<file path="src/rtl/core/fcs_pkg.sv">
package fcs_pkg;

	localparam logic [1:0] REG_MOVE_SPEED = 2'd0;
	localparam logic [1:0] REG_PITCH_MIN  = 2'd1;
	localparam logic [1:0] REG_PITCH_MAX  = 2'd2;
	localparam logic [1:0] REG_UNUSED     = 2'd3;

	localparam int QUARTER     = 9000;
	localparam int FULL_CIRCLE = 36000;
	localparam logic signed [18:0] RECIP_100 = 19'sd167773;

	typedef struct packed {
		logic [13:0] r;
		logic        neg;
	} fcs_quad_t;

	function automatic logic [15:0] sin_tab(input logic [6:0] d);
		logic [15:0] v;
		case (d)
			7'd0: v = 16'd0;      7'd1: v = 16'd572;    7'd2: v = 16'd1144;
			7'd3: v = 16'd1715;   7'd4: v = 16'd2286;   7'd5: v = 16'd2856;
			7'd6: v = 16'd3425;   7'd7: v = 16'd3993;   7'd8: v = 16'd4560;
			7'd9: v = 16'd5126;   7'd10: v = 16'd5690;  7'd11: v = 16'd6252;
			7'd12: v = 16'd6813;  7'd13: v = 16'd7371;  7'd14: v = 16'd7927;
			7'd15: v = 16'd8481;  7'd16: v = 16'd9032;  7'd17: v = 16'd9580;
			7'd18: v = 16'd10126; 7'd19: v = 16'd10668; 7'd20: v = 16'd11207;
			7'd21: v = 16'd11743; 7'd22: v = 16'd12275; 7'd23: v = 16'd12803;
			7'd24: v = 16'd13328; 7'd25: v = 16'd13848; 7'd26: v = 16'd14365;
			7'd27: v = 16'd14876; 7'd28: v = 16'd15384; 7'd29: v = 16'd15886;
			7'd30: v = 16'd16384; 7'd31: v = 16'd16877; 7'd32: v = 16'd17364;
			7'd33: v = 16'd17847; 7'd34: v = 16'd18324; 7'd35: v = 16'd18795;
			7'd36: v = 16'd19261; 7'd37: v = 16'd19720; 7'd38: v = 16'd20174;
			7'd39: v = 16'd20622; 7'd40: v = 16'd21063; 7'd41: v = 16'd21498;
			7'd42: v = 16'd21926; 7'd43: v = 16'd22348; 7'd44: v = 16'd22763;
			7'd45: v = 16'd23170; 7'd46: v = 16'd23571; 7'd47: v = 16'd23965;
			7'd48: v = 16'd24351; 7'd49: v = 16'd24730; 7'd50: v = 16'd25102;
			7'd51: v = 16'd25466; 7'd52: v = 16'd25822; 7'd53: v = 16'd26170;
			7'd54: v = 16'd26510; 7'd55: v = 16'd26842; 7'd56: v = 16'd27166;
			7'd57: v = 16'd27482; 7'd58: v = 16'd27789; 7'd59: v = 16'd28088;
			7'd60: v = 16'd28378; 7'd61: v = 16'd28660; 7'd62: v = 16'd28932;
			7'd63: v = 16'd29197; 7'd64: v = 16'd29452; 7'd65: v = 16'd29698;
			7'd66: v = 16'd29935; 7'd67: v = 16'd30163; 7'd68: v = 16'd30382;
			7'd69: v = 16'd30592; 7'd70: v = 16'd30792; 7'd71: v = 16'd30983;
			7'd72: v = 16'd31164; 7'd73: v = 16'd31336; 7'd74: v = 16'd31499;
			7'd75: v = 16'd31651; 7'd76: v = 16'd31795; 7'd77: v = 16'd31928;
			7'd78: v = 16'd32052; 7'd79: v = 16'd32166; 7'd80: v = 16'd32270;
			7'd81: v = 16'd32365; 7'd82: v = 16'd32449; 7'd83: v = 16'd32524;
			7'd84: v = 16'd32588; 7'd85: v = 16'd32643; 7'd86: v = 16'd32688;
			7'd87: v = 16'd32723; 7'd88: v = 16'd32748; 7'd89: v = 16'd32763;
			default: v = 16'd32768;
		endcase
		return v;
	endfunction

endpackage

</file>
<file path="src/rtl/core/fcs_mul.sv">
module fcs_mul (
	input  logic               clk,
	input  logic signed [24:0] mul_a,
	input  logic signed [18:0] mul_b,
	output logic signed [43:0] prod_q
);

	always_ff @(posedge clk) begin
		prod_q <= mul_a * mul_b;
	end

endmodule

</file>
<file path="src/rtl/core/fcs_angle.sv">
module fcs_angle (
	input  logic signed [16:0] ang,
	output fcs_pkg::fcs_quad_t quad
);

	logic signed [17:0] a_ext;
	logic signed [17:0] a_w;
	logic [15:0]        a_n;
	logic [1:0]         q;
	logic [13:0]        r_raw;

	always_comb begin
		a_ext = {ang[16], ang};
		if (a_ext < 0) begin
			a_w = a_ext + 18'(fcs_pkg::FULL_CIRCLE);
		end else if (a_ext >= 18'(fcs_pkg::FULL_CIRCLE)) begin
			a_w = a_ext - 18'(fcs_pkg::FULL_CIRCLE);
		end else begin
			a_w = a_ext;
		end
		a_n = a_w[15:0];
		if (a_n >= 16'(3 * fcs_pkg::QUARTER)) begin
			q = 2'd3;
			r_raw = 14'(a_n - 16'(3 * fcs_pkg::QUARTER));
		end else if (a_n >= 16'(2 * fcs_pkg::QUARTER)) begin
			q = 2'd2;
			r_raw = 14'(a_n - 16'(2 * fcs_pkg::QUARTER));
		end else if (a_n >= 16'(fcs_pkg::QUARTER)) begin
			q = 2'd1;
			r_raw = 14'(a_n - 16'(fcs_pkg::QUARTER));
		end else begin
			q = 2'd0;
			r_raw = a_n[13:0];
		end
		quad.r   = q[0] ? 14'(fcs_pkg::QUARTER) - r_raw : r_raw;
		quad.neg = q[1];
	end

endmodule

</file>
<file path="src/rtl/core/free_look_camera_step_top.sv">
// Requests do not overlap: in_stall stays high until the current request leaves S_OUT.
// Four sine evaluations, two front products, the speed by frame-time product and
// six movement partial products run through one shared multiplier.
// A finished result waits in the output register while the next request runs.
// Reset (arst_n low, asynchronous): yaw and pitch 0, move_speed 256,
// pitch limits -8900 / 8900, no result pending.
module free_look_camera_step_top (
	input  logic               clk,
	input  logic               arst_n,
	input  logic               cfg_we,
	input  logic [1:0]         cfg_index,
	input  logic [23:0]        cfg_data,
	input  logic               in_valid,
	output logic               in_stall,
	input  logic [5:0]         move_keys,
	input  logic [15:0]        frame_time,
	input  logic signed [9:0]  mouse_dx,
	input  logic signed [9:0]  mouse_dy,
	input  logic signed [31:0] pos_in_x,
	input  logic signed [31:0] pos_in_y,
	input  logic signed [31:0] pos_in_z,
	output logic               out_valid,
	input  logic               out_stall,
	output logic signed [31:0] pos_out_x,
	output logic signed [31:0] pos_out_y,
	output logic signed [31:0] pos_out_z,
	output logic signed [15:0] front_x,
	output logic signed [15:0] front_y,
	output logic signed [15:0] front_z
);

	typedef enum logic [3:0] {
		S_IDLE, S_TA, S_TD, S_TM, S_TQ, S_TR, S_FX, S_FZ, S_FY, S_V,
		S_C, S_ML, S_MH, S_ACC, S_RND, S_OUT
	} state_t;

	function automatic logic signed [15:0] sat16(input logic signed [17:0] x);
		if (x > 18'sd32767) return 16'sh7fff;
		if (x < -18'sd32768) return 16'sh8000;
		return x[15:0];
	endfunction

	function automatic logic signed [15:0] rnd15(input logic signed [43:0] p);
		logic signed [43:0] t;
		t = (p + 44'sd16384) >>> 15;
		return sat16(t[17:0]);
	endfunction

	// {minus only, plus only} -> 2'b10 / 2'b01, else cancel
	function automatic logic [1:0] move_keys_f(input logic minus, input logic plus);
		return {minus & ~plus, plus & ~minus};
	endfunction

	state_t state_q;
	logic [1:0] ang_idx_q;
	logic [1:0] axis_q;
	logic       out_valid_q;

	logic [23:0]        speed_q;
	logic signed [14:0] pmin_q;
	logic [13:0]        pmax_q;
	logic [15:0]        yaw_q;
	logic signed [14:0] pitch_q;

	logic [5:0]         keys_q;
	logic [15:0]        dt_q;
	logic signed [31:0] pos_q [3];
	logic signed [31:0] res_q [3];
	logic signed [15:0] fr_q [3];
	logic signed [16:0] sin_q [4];
	logic [13:0]        r_q;
	logic               neg_q;
	logic [6:0]         d_q;
	logic [6:0]         f_q;
	logic [15:0]        base_q;
	logic [39:0]        v_q;
	logic signed [18:0] c_q;
	logic signed [59:0] acc_q;

	logic signed [31:0] pos_out_x_q, pos_out_y_q, pos_out_z_q;
	logic signed [15:0] front_x_q, front_y_q, front_z_q;

	logic signed [16:0] ang;
	fcs_pkg::fcs_quad_t quad;
	logic signed [24:0] mul_a;
	logic signed [18:0] mul_b;
	logic signed [43:0] prod_q;

	logic signed [16:0] dx10, dy10, ysum, psum, pmin_ext, pmax_ext;
	logic [6:0]         d_new;
	logic [15:0]        tab_lo, tab_hi;
	logic [9:0]         diff;
	logic [16:0]        s_mag;
	logic signed [16:0] s_val;
	logic signed [15:0] rt_sel;
	logic signed [18:0] c_new;
	logic [1:0]         pm_f, pm_r, pm_u;
	logic signed [59:0] rnd_t;
	logic signed [31:0] sat_res;

	fcs_angle u_angle (.ang(ang), .quad(quad));
	fcs_mul u_mul (.clk(clk), .mul_a(mul_a), .mul_b(mul_b), .prod_q(prod_q));

	always_comb begin
		case (ang_idx_q)
			2'd0: ang = {1'b0, yaw_q};
			2'd1: ang = {1'b0, yaw_q} + 17'(fcs_pkg::QUARTER);
			2'd2: ang = 17'(pitch_q);
			default: ang = 17'(pitch_q) + 17'(fcs_pkg::QUARTER);
		endcase

		dx10 = 17'(mouse_dx) * 17'sd10;
		dy10 = 17'(mouse_dy) * 17'sd10;
		ysum = {1'b0, yaw_q} + dx10;
		psum = 17'(pitch_q) + dy10;
		pmin_ext = 17'(pmin_q);
		pmax_ext = {3'b0, pmax_q};

		d_new  = prod_q[30:24];
		tab_lo = fcs_pkg::sin_tab(d_q);
		tab_hi = fcs_pkg::sin_tab(d_q + 7'd1);
		diff   = 10'(tab_hi - tab_lo);
		s_mag  = {1'b0, base_q} + {7'b0, prod_q[33:24]};
		s_val  = neg_q ? -$signed(s_mag) : $signed(s_mag);

		// movement direction per axis
		pm_f = {move_keys_f(keys_q[1], keys_q[0])};
		pm_r = {move_keys_f(keys_q[3], keys_q[2])};
		pm_u = {move_keys_f(keys_q[5], keys_q[4])};
		case (axis_q)
			2'd0: rt_sel = sat16(-18'(sin_q[0]));
			2'd2: rt_sel = sat16(18'(sin_q[1]));
			default: rt_sel = 16'sd0;
		endcase
		c_new = 19'sd0;
		if (pm_f == 2'b01) c_new = c_new + 19'(fr_q[axis_q]);
		if (pm_f == 2'b10) c_new = c_new - 19'(fr_q[axis_q]);
		if (pm_r == 2'b01) c_new = c_new + 19'(rt_sel);
		if (pm_r == 2'b10) c_new = c_new - 19'(rt_sel);
		if (axis_q == 2'd1 && pm_u == 2'b01) c_new = c_new + 19'sd32768;
		if (axis_q == 2'd1 && pm_u == 2'b10) c_new = c_new - 19'sd32768;

		rnd_t = (acc_q + 60'sd4194304) >>> 23;
		if (rnd_t > 60'sd2147483647) sat_res = 32'sh7fffffff;
		else if (rnd_t < -60'sd2147483648) sat_res = 32'sh80000000;
		else sat_res = rnd_t[31:0];

		mul_a = 25'sd0;
		mul_b = 19'sd0;
		case (state_q)
			S_TA: begin
				mul_a = {11'b0, quad.r};
				mul_b = fcs_pkg::RECIP_100;
			end
			S_TM: begin
				mul_a = {15'b0, diff};
				mul_b = {12'b0, f_q};
			end
			S_TQ: begin
				mul_a = {8'b0, prod_q[16:0]} + 25'sd50;
				mul_b = fcs_pkg::RECIP_100;
			end
			S_FX: begin
				mul_a = 25'(sin_q[1]);
				mul_b = 19'(sin_q[3]);
			end
			S_FZ: begin
				mul_a = 25'(sin_q[0]);
				mul_b = 19'(sin_q[3]);
			end
			S_FY: begin
				mul_a = {1'b0, speed_q};
				mul_b = {3'b0, dt_q};
			end
			S_ML: begin
				mul_a = {5'b0, v_q[19:0]};
				mul_b = c_q;
			end
			S_MH: begin
				mul_a = {5'b0, v_q[39:20]};
				mul_b = c_q;
			end
			default: begin
				mul_a = 25'sd0;
				mul_b = 19'sd0;
			end
		endcase
	end

	always_ff @(posedge clk or negedge arst_n) begin
		if (!arst_n) begin
			state_q     <= S_IDLE;
			ang_idx_q   <= 2'd0;
			axis_q      <= 2'd0;
			out_valid_q <= 1'b0;
			speed_q     <= 24'd256;
			pmin_q      <= -15'sd8900;
			pmax_q      <= 14'd8900;
			yaw_q       <= 16'd0;
			pitch_q     <= 15'sd0;
		end else begin
			if (cfg_we) begin
				case (cfg_index)
					fcs_pkg::REG_MOVE_SPEED: speed_q <= cfg_data;
					fcs_pkg::REG_PITCH_MIN:  pmin_q <= cfg_data[14:0];
					fcs_pkg::REG_PITCH_MAX:  pmax_q <= cfg_data[13:0];
					default: ;
				endcase
			end
			if (out_valid_q && !out_stall && state_q != S_OUT) out_valid_q <= 1'b0;

			case (state_q)
				S_IDLE: begin
					if (in_valid) begin
						keys_q <= move_keys;
						dt_q   <= frame_time;
						pos_q[0] <= pos_in_x;
						pos_q[1] <= pos_in_y;
						pos_q[2] <= pos_in_z;
						if (ysum >= 17'(fcs_pkg::FULL_CIRCLE)) begin
							yaw_q <= 16'(ysum - 17'(fcs_pkg::FULL_CIRCLE));
						end else if (ysum < 0) begin
							yaw_q <= 16'(ysum + 17'(fcs_pkg::FULL_CIRCLE));
						end else begin
							yaw_q <= ysum[15:0];
						end
						if (psum > pmax_ext) pitch_q <= pmax_ext[14:0];
						else if (psum < pmin_ext) pitch_q <= pmin_ext[14:0];
						else pitch_q <= psum[14:0];
						ang_idx_q <= 2'd0;
						state_q <= S_TA;
					end
				end
				S_TA: begin
					r_q   <= quad.r;
					neg_q <= quad.neg;
					state_q <= S_TD;
				end
				S_TD: begin
					d_q <= d_new;
					f_q <= 7'(r_q - 14'({7'b0, d_new} * 14'd100));
					state_q <= S_TM;
				end
				S_TM: begin
					base_q <= tab_lo;
					state_q <= S_TQ;
				end
				S_TQ: state_q <= S_TR;
				S_TR: begin
					sin_q[ang_idx_q] <= s_val;
					if (ang_idx_q == 2'd3) begin
						state_q <= S_FX;
					end else begin
						ang_idx_q <= ang_idx_q + 2'd1;
						state_q <= S_TA;
					end
				end
				S_FX: state_q <= S_FZ;
				S_FZ: begin
					fr_q[0] <= rnd15(prod_q);
					state_q <= S_FY;
				end
				S_FY: begin
					fr_q[2] <= rnd15(prod_q);
					fr_q[1] <= sat16(18'(sin_q[2]));
					state_q <= S_V;
				end
				S_V: begin
					v_q <= prod_q[39:0];
					axis_q <= 2'd0;
					state_q <= S_C;
				end
				S_C: begin
					c_q <= c_new;
					state_q <= S_ML;
				end
				S_ML: state_q <= S_MH;
				S_MH: begin
					acc_q <= {{5{pos_q[axis_q][31]}}, pos_q[axis_q], 23'b0} + 60'(prod_q);
					state_q <= S_ACC;
				end
				S_ACC: begin
					acc_q <= acc_q + {prod_q[39:0], 20'b0};
					state_q <= S_RND;
				end
				S_RND: begin
					res_q[axis_q] <= sat_res;
					if (axis_q == 2'd2) begin
						state_q <= S_OUT;
					end else begin
						axis_q <= axis_q + 2'd1;
						state_q <= S_C;
					end
				end
				S_OUT: begin
					if (!out_valid_q || !out_stall) begin
						pos_out_x_q <= res_q[0];
						pos_out_y_q <= res_q[1];
						pos_out_z_q <= res_q[2];
						front_x_q   <= fr_q[0];
						front_y_q   <= fr_q[1];
						front_z_q   <= fr_q[2];
						out_valid_q <= 1'b1;
						state_q <= S_IDLE;
					end
				end
				default: state_q <= S_IDLE;
			endcase
		end
	end

	assign in_stall  = (state_q != S_IDLE);
	assign out_valid = out_valid_q;
	assign pos_out_x = pos_out_x_q;
	assign pos_out_y = pos_out_y_q;
	assign pos_out_z = pos_out_z_q;
	assign front_x   = front_x_q;
	assign front_y   = front_y_q;
	assign front_z   = front_z_q;

endmodule

</file>
<file path="config.mk">
export PLATFORM = sky130hd
export DESIGN_NAME = free_look_camera_step_top
export DESIGN_NICKNAME = d
export VERILOG_FILES = /design/src/rtl/core/fcs_pkg.sv /design/src/rtl/core/fcs_mul.sv /design/src/rtl/core/fcs_angle.sv /design/src/rtl/core/free_look_camera_step_top.sv
export SDC_FILE = /design/constraint.sdc
export NUM_CORES = 2
export LEC_CHECK = 0
export ABC_AREA = 1
export BUFFER_PORTS_ARGS = -buffer_cell sky130_fd_sc_hd__buf_4
export CAP_MARGIN = 15
export CORE_AREA = 2 2 362 364
export CTS_BUF_LIST = sky130_fd_sc_hd__clkbuf_16
export DETAILED_ROUTE_END_ITERATION = 7
export DIE_AREA = 0 0 364 366
export MAX_ROUTING_LAYER = met4
export PLACE_DENSITY_LB_ADDON = 0.15
export SETUP_SLACK_MARGIN = 0.2
export SLEW_MARGIN = 20
export SYNTH_ARGS = -nofsm -noshare
export SYNTH_HDL_FRONTEND = slang
export SYNTH_HIERARCHICAL = 1
export SYNTH_MEMORY_MAX_BITS = 65536
export SYNTH_SLANG_ARGS = --single-unit
export TNS_END_PERCENT = 5
</file>
<file path="constraint.sdc">
create_clock -name clk -period 23.7 [get_ports clk]
set_input_delay 0 -clock clk [delete_from_list [all_inputs] [get_ports clk]]
set_output_delay 0 -clock clk [all_outputs]
set_load 0.02 [all_outputs]
</file>
==> results.toml <==
[worst_setup_path]
crit_arrival_ns = 12.88
r2r_setup_slack_ns = 11.38
reg2regPathDepth = 63
cp-end-kind = "flip-flop"
reg2reg_from = "yaw_q[3]"
cp.required_ns = 24.26
cp-start-kind = "flip-flop"
crit_top_cell = "nand2_1"
max_stage_delay_ns = 0.81
cp_slowest_cell = "o21ai_0"
critPathKind = "flip-flop to flip-flop"
rr_endpoint = "u_mul/prod_q[42]"
crit_fanout = 19
cp-startpoint = "yaw_q[3]"
crit_end = "u_mul/prod_q[42]"

[detailed_routing]
ant_nets = 0
dr.first_iter.drc_count = 5253
wl_per_cell_um = 21.7
firstDrtPassIters = 6
drt-vias-per-instance = 5.51
wl_mm = 216
drcViolationCount = 0
dr_total_vias = 55000

[yosys]
yosys.area.top_type_share_pct = 28.5
synth_fp_nets = 8687
synth.distinct_cells = 80
syn-cell-area_um2 = 64400
synth_top_area_cell = "edfxtp_1"
synth_ff_type = "edfxtp_1"
synth_seq_cells = 763
yosysSeqAreaShare_pct = 34.0
synthTopCellsByArea = "edfxtp_1, fa_1, nand2_1, inv_1, ha_1"
synth-edff-count = 611
avgSynthCellArea_um2 = 8.42
synth_cells = 7644
postSynth.asyncResetShare_pct = 12.1
yosys_warnings = 6

[clock_network]
cts_buffer_depth = 3
cts_tree = "done"
cts_sinks = 763
htreeDepth = 3
cts.clk_slew.worst_paths_ns = 0.06
cts_inserted_buffers = 88
cts_resized = 0
clk_latency_ns = 0.73
ctsRootBufferMaster = "clkbuf_16"

[timing]
min_period_over_period_pct = 52.0
hold_viol_final = 1
slew_headroom_pct = 7.78
fin_crit_ns = 12.32
clock_skew_ns = 0.0716
rsz0062_at_grt = "false"
fin_tns_setup_ns = 0
worst_pin_slew_ns = 1.37
maxSlewViolCount = 0
setup_viol = 0
worst_hold_slack_ns = -0.000912
fmax_mhz = 81.2

[placed_design]
post_dp_cell_area_um2 = 68800
dp_hpwl_mm = 166
port_buffers = 314
place.gp.congestion = 0.984

[global_route]
grt_overflow = 0
antenna_found_initial = 17
grt_pass1_vias = 53900
grt_max_degree = 145
grt_pass1_wl_mm = 327
grt_usage_pct = 33.3

[cells_and_area]
layout_commonest_cell = "nand2_1"
finalNetCount = 9196
final_cell_mix = "nand2_1, inv_1, edfxtp_1"
final_cell_area_um2 = 74300
syn_to_final_growth_pct = 15.4
nFillCells = 11500
drive_above_1_share_pct = 10.4

[worst_hold_path]
worstHoldPathType = "input port to flip-flop"

[floorplan]
die_y_um = 366
fp.dieArea_um2 = 133000
rows = 132
core_area_um2 = 129000
die_w_um = 364
boundaryPins = 315
initial_core_util_pct = 49.9

[job]
max-cap-violations = 0

[status]
outcome = "finished with violations"
violations = "hold timing"
critical path, delay by kind of cell (launching register included):
kind	cells	cell delay [ns]
buf+inv	9	1.14
flops	1	0.43
fa+ha+maj	9	4.20
compound gates	8	1.86
simple gates	37	4.51
synthesized netlist by cell type, drive strengths merged, types with 13 or more instances:
cell,number
nand2,1828
inv,1383
edfxtp,611
nor2,543
o21ai,487
fa,480
a21oi,412
ha,394
nand3,339
clkbuf,195
xor2,177
dfrtp,77
nor3,73
dfxtp,60
nand4,60
xnor2,60
buf,52
o21bai,35
o211ai,33
or2,32
a31oi,27
a221oi,25
a211oi,24
o22ai,23
nand3b,20
o31ai,19
a22oi,18
clkinv,17
dfstp,15
o221ai,15
a21boi,13
worst min-delay path by stage:
stage,cells after the start,startpoint,end,slack [ns]
floorplan,0,arst_n,ang_idx_q[0],-0.30
global route,2,pos_in_z[9],pos_q[2][9],0.004
global placement,1,pos_in_z[1],pos_q[2][1],0.18
CTS,2,frame_time[13],dt_q[13],0.001
finish,3,cfg_index[1],pmax_q[7],-0.0009
detailed placement,1,pos_in_y[20],pos_q[1][20],0.18
state kept, by name, summed over array words and instances, names as in the netlist, 19 cells and up:
register	cells
c_q	19
fr_q	48
pos_out_z	32
acc_q	40
res_q	96
pos_out_y	32
v_q	40
u_mul/prod_q	44
sin_q	68
pos_out_x	32
pos_q	96
speed_q	24
cells by family after synthesis:
kind of cell | after synthesis | synth area share (%)
buf+inv | 1647 | 9.73
xor+xnor | 237 | 3.22
flops | 763 | 34.0
mux | 11 | 0.189
simple gates | 2920 | 19.6
fa+ha+maj | 874 | 22.6
compound gates | 1192 | 10.7
layer usage:
metal  track usage [%]  wire (um)  vias up
met5                 -          0        -
met4              13.2       9490        0
met3              4.61      16100      467
met2              52.5     100000     2264
met1              43.4      90500    26600
li1                  -          -    25700
area by class of cell:
class / instances / area [um^2] / area share [%]
clock inverters: 77 / 674 / 0.908
diodes: 9 / 22.5 / 0.0303
inverters: 1400 / 5260 / 7.08
flip-flops and latches: 763 / 21900 / 29.4
repair buffers: 666 / 5690 / 7.65
multi-input cells: 5234 / 36400 / 49.0
well taps: 1742 / 2180 / 2.93
clock buffers: 88 / 2200 / 2.96
stage by stage:
stage | cells | hold WS [ns] | setup WS (ns) | utilization (%)
6_report | 9979 | -0.000912 | 11.38 | 57.6
2_1_floorplan | 7644 | -0.296 | 12.47 | -
3_5_place_dp | 9553 | 0.179 | 11.62 | 53.4
3_3_place_gp | 9552 | 0.179 | 11.80 | 53.4
5_1_grt | 9978 | 0.00363 | 10.38 | 57.6
4_1_cts | 9967 | 0.00116 | 11.53 | 57.5
repair_timing:
item | CTS | global route
setup buffers | 0 | 0
endpoints found under the hold margin | 244 | 0
hold buffers | 249 | 0
Power is not shown: default switching activity piles up to over one toggle a cycle in this logic, so the estimate is an artifact.
